===== config.mk =====
export PLATFORM = sky130hd
export DESIGN_NAME = tisp_queue
export DESIGN_NICKNAME = d
export VERILOG_FILES = /design/src/sv/tisp_pkg.sv /design/src/sv/tisp_queue.sv
export SDC_FILE = /design/constraint.sdc
export NUM_CORES = 1
export LEC_CHECK = 0
export BUFFER_PORTS_ARGS = -buffer_cell sky130_fd_sc_hd__clkbuf_2
export CAP_MARGIN = 20
export CELL_PAD_IN_SITES_DETAIL_PLACEMENT = 0
export CELL_PAD_IN_SITES_GLOBAL_PLACEMENT = 2
export CORE_MARGIN = 1
export CORE_UTILIZATION = 36
export CTS_BUF_LIST = sky130_fd_sc_hd__clkbuf_16
export CTS_CLUSTER_DIAMETER = 100
export DETAILED_ROUTE_END_ITERATION = 12
export GPL_TIMING_DRIVEN = 0
export PLACE_DENSITY_LB_ADDON = 0.3
export SYNTH_ARGS = -nofsm -noshare
export SYNTH_HDL_FRONTEND = slang
export SYNTH_SLANG_ARGS = --single-unit

===== constraint.sdc =====
create_clock -name clk -period 3.8 [get_ports clk]
set_input_delay 0 -clock clk [delete_from_list [all_inputs] [get_ports clk]]
set_output_delay 0 -clock clk [all_outputs]
set_load 0.1 [all_outputs]

===== src/sv/tisp_pkg.sv =====
`default_nettype none
package tisp_pkg;

  localparam int MAX_NODES = 1024;
  localparam int ALPHABET = 26;

  localparam int NODE_W = $clog2(MAX_NODES);
  localparam int CNT_W = $clog2(MAX_NODES + 1);
  localparam int SLOT_DEPTH = MAX_NODES * ALPHABET;
  localparam int SLOT_W = $clog2(SLOT_DEPTH);

  localparam int CMD_W = 2;
  localparam int LETTER_W = 5;

  localparam logic [CMD_W-1:0] CMD_INSERT = 2'd0;
  localparam logic [CMD_W-1:0] CMD_SEARCH = 2'd1;
  localparam logic [CMD_W-1:0] CMD_PREFIX = 2'd2;

  localparam int QDEPTH = 2;
  localparam int QPTR_W = $clog2(QDEPTH);
  localparam int QCNT_W = $clog2(QDEPTH + 1);

  typedef struct packed {
    logic [CMD_W-1:0]    cmd;
    logic [LETTER_W-1:0] letter;
    logic                walk;
    logic                last;
  } op_t;

endpackage
`default_nettype wire


===== src/sv/tisp_queue.sv =====
`default_nettype none
module tisp_queue (
  input  wire logic          clk,
  input  wire logic          rst,
  input  wire logic          push,
  input  wire tisp_pkg::op_t din,
  output logic               full,
  input  wire logic          pop,
  output tisp_pkg::op_t      dout,
  output logic               valid
);
  import tisp_pkg::*;

  op_t                entry [QDEPTH];
  logic [QPTR_W-1:0]  wr_ptr;
  logic [QPTR_W-1:0]  rd_ptr;
  logic [QCNT_W-1:0]  count;

  assign full  = (count == QCNT_W'(QDEPTH));
  assign valid = (count != '0);
  assign dout  = entry[rd_ptr];

  always_ff @(posedge clk) begin
    if (rst) begin
      wr_ptr <= '0;
      rd_ptr <= '0;
      count  <= '0;
    end else begin
      if (push) begin
        entry[wr_ptr] <= din;
        wr_ptr <= (wr_ptr == QPTR_W'(QDEPTH - 1)) ? '0 : wr_ptr + 1'b1;
      end
      if (pop) begin
        rd_ptr <= (rd_ptr == QPTR_W'(QDEPTH - 1)) ? '0 : rd_ptr + 1'b1;
      end
      if (push && !pop) begin
        count <= count + 1'b1;
      end else if (pop && !push) begin
        count <= count - 1'b1;
      end
    end
  end

endmodule
`default_nettype wire


==> run metrics <==
status=completed; Final Skew=between 0.001 and 0.0015 ns; Period minus WS final=between 1.5 and 2 ns; Cell Pwr Density=roughly 560 nW/um^2; CP Launch Type=flip-flop; Syn Nets=64; post-route setup slack=2.29 ns; Fin. Hold Viols=0; Placeable Area=~2200 um^2; Fmax achieved=approximately 660 MHz; clk_lat worst skew=about 0.25 ns; YS warnings=0; # DRC=0; vias in the first global route=approximately 450; hold_buf cts=9; TritonCTS clock tree=yes; Layout Cells excl Fill=115; post-synth top area share=62.8%; Static Leak=between 0.4 and 0.5 nW; P&R area growth vs syn=37.6%; Worst VDD drop=about 270 uV; Detail Route Antenna Nets=0; pre-CTS WS=roughly 2.4 ns; Ant. Diodes=0; cts repair resizes=0; CP required=about 3.8 ns; die width=~50 um; Seq/Total Area, Yosys=between 70% and 80%; Finish-stage setup viols=0; Post-Syn Area=about 860 um^2; chip height=approximately 51 um; WS Path Type=flip-flop to primary output; post-synth top area cell=edfxtp_1; 1st-pass router iterations=2; clock power share=between 30% and 40%; clock sinks=23; Die Area=between 2000 and 3000 um^2; Psw=just under 0.0002 W; via count=502; worst min-delay path category=primary input to flip-flop; RSZ-0062 raised after global routing=no; grt total ovfl=0; clock root buffer=clkbuf_16; Critical Path AT=1.51 ns; Critical Path Fanout Max=9; internal power=between 0.0004 and 0.0005 W; Initial Utilization=roughly two fifths; num ports=24; Comb pwr share=between 20% and 30%; Period Utilization, post-route=between 30% and 40%; commonest non-fill, non-tap cell in the layout=clkbuf_2; total length of routed met2 wires=565 um; post-DR vias/cell=about 4.4; DP Wirelength=approximately 860 um; Placed Instances=102; Port-buffer cells=23; Synth cell types=16; post-synthesis average cell area=17.2 um^2; initial drt markers=2; Clk pin slew, worst setup/hold paths=~0.050 ns; critical path endpoint category=primary output; Synth Register Bits=23; layout cells sized above 1=44.8%; max cap viols=0; routed length per instance=around 10 um; Placer Congestion=0.624; fin nets=around 100; DR WL met3=37 um; CTS Buffer Depth=2; DRT Wirelength=~1.2 mm; setup bufs post-CTS=0; number of max-slew violations in the final report=0; first-pass GRT wire length=1.98 mm; Synth area leaders=edfxtp_1 (63%), mux2_2 (12%), dfxtp_1 (12%); Routed met1 length=between 500 and 600 um; worst-margin pin slew=approximately 0.57 ns; htree depth=1; Tot GR Track Use=11.0%; Sw Share=between 20% and 30%; highest metal used=met4; largest net degree at the start of global routing=13; setup TNS=0 ns; initial antenna violation count=0; Flop pwr share=44.3%; worst rel slew slack=62.1%; Rows=17; most frequent cells in the layout=clkbuf_2 (23), edfxtp_1 (18), mux2_2 (9), dlygate4sd3_1 (9), dfxtp_1 (5); Mapped Cells=50; CTS buffer count=3
-- registers in the layout, indices dropped and copies added (netlist names), named ones only --
signal  cells
rd_ptr      1
entry      18
count       2
wr_ptr      1
-- through the flow --
stage	hold slack, ns	util, %	total power (W)	cell area (um^2)
6_report	0.00526	53.1	0.000660	1180
5_1_grt	0.0136	53.1	0.000687	1180
3_5_place_dp	0.195	45.5	0.000448	1020
2_1_floorplan	0.0691	-	0.000423	861
3_3_place_gp	0.189	45.3	0.000446	1010
4_1_cts	0.000779	53.1	0.000669	1180
-- area by class of cell --
cell class,instances,area (um^2)
Buffer,1,5.00
Clock buffer,3,75.1
Clock inverter,1,3.75
Fill cell,199,1050
Inverter,1,3.75
Multi-Input combinational cell,25,211
Sequential cell,23,641
Tap cell,28,35.0
Timing Repair Buffer,33,210
-- power groups by stage --
stage,Clock (W),Combinational (W),Sequential [W]
after global routing,0.000228,0.000165,0.000294
after floorplan,0,0.000126,0.000296
after global placement,0,0.000149,0.000297
final,0.000212,0.000156,0.000292
after detailed placement,0,0.000150,0.000298
after CTS,0.000219,0.000158,0.000292
-- layer usage --
layer	global-route usage, %	vias up
li1	-	256
met1	14.6	233
met2	15.4	11
met3	2.68	2
met4	8.33	0
met5	0	-
-- kinds of logic after synthesis --
logic type,share of synthesized area [%]
flops,74.4
buf+inv,1.02
compound gates,1.16
simple gates,6.11
xor+xnor,4.07
mux,11.8
fa+ha+maj,1.45
-- critical path, cell delays in order (launching register included) --
cell	delay, ns
dfxtp_1	0.30
buf_2	0.22
mux2_2	0.37
clkbuf_2	0.37
-- Yosys cell counts --
cell / number
a21oi_1: 1
and2b_2: 1
and3b_1: 1
buf_2: 1
dfxtp_1: 5
edfxtp_1: 18
ha_1: 1
inv_1: 1
mux2_2: 9
nor2_1: 4
nor3b_1: 1
o21ai_0: 1
or2_2: 1
or3_1: 1
xnor2_1: 2
xor2_1: 2
-- path summary, 6_finish.rpt --
check	from	end	slack, ns	cells past startpoint
worst max register to register	wr_ptr	entry[0][8]	2.38	2
worst min register to register	count[1]	count[1]	0.50	2
worst max-delay path	flip-flop	dout[5]	2.29	3
worst min-delay path	rst	count[1]	0.005	2
(Power assumes the default switching activity.)
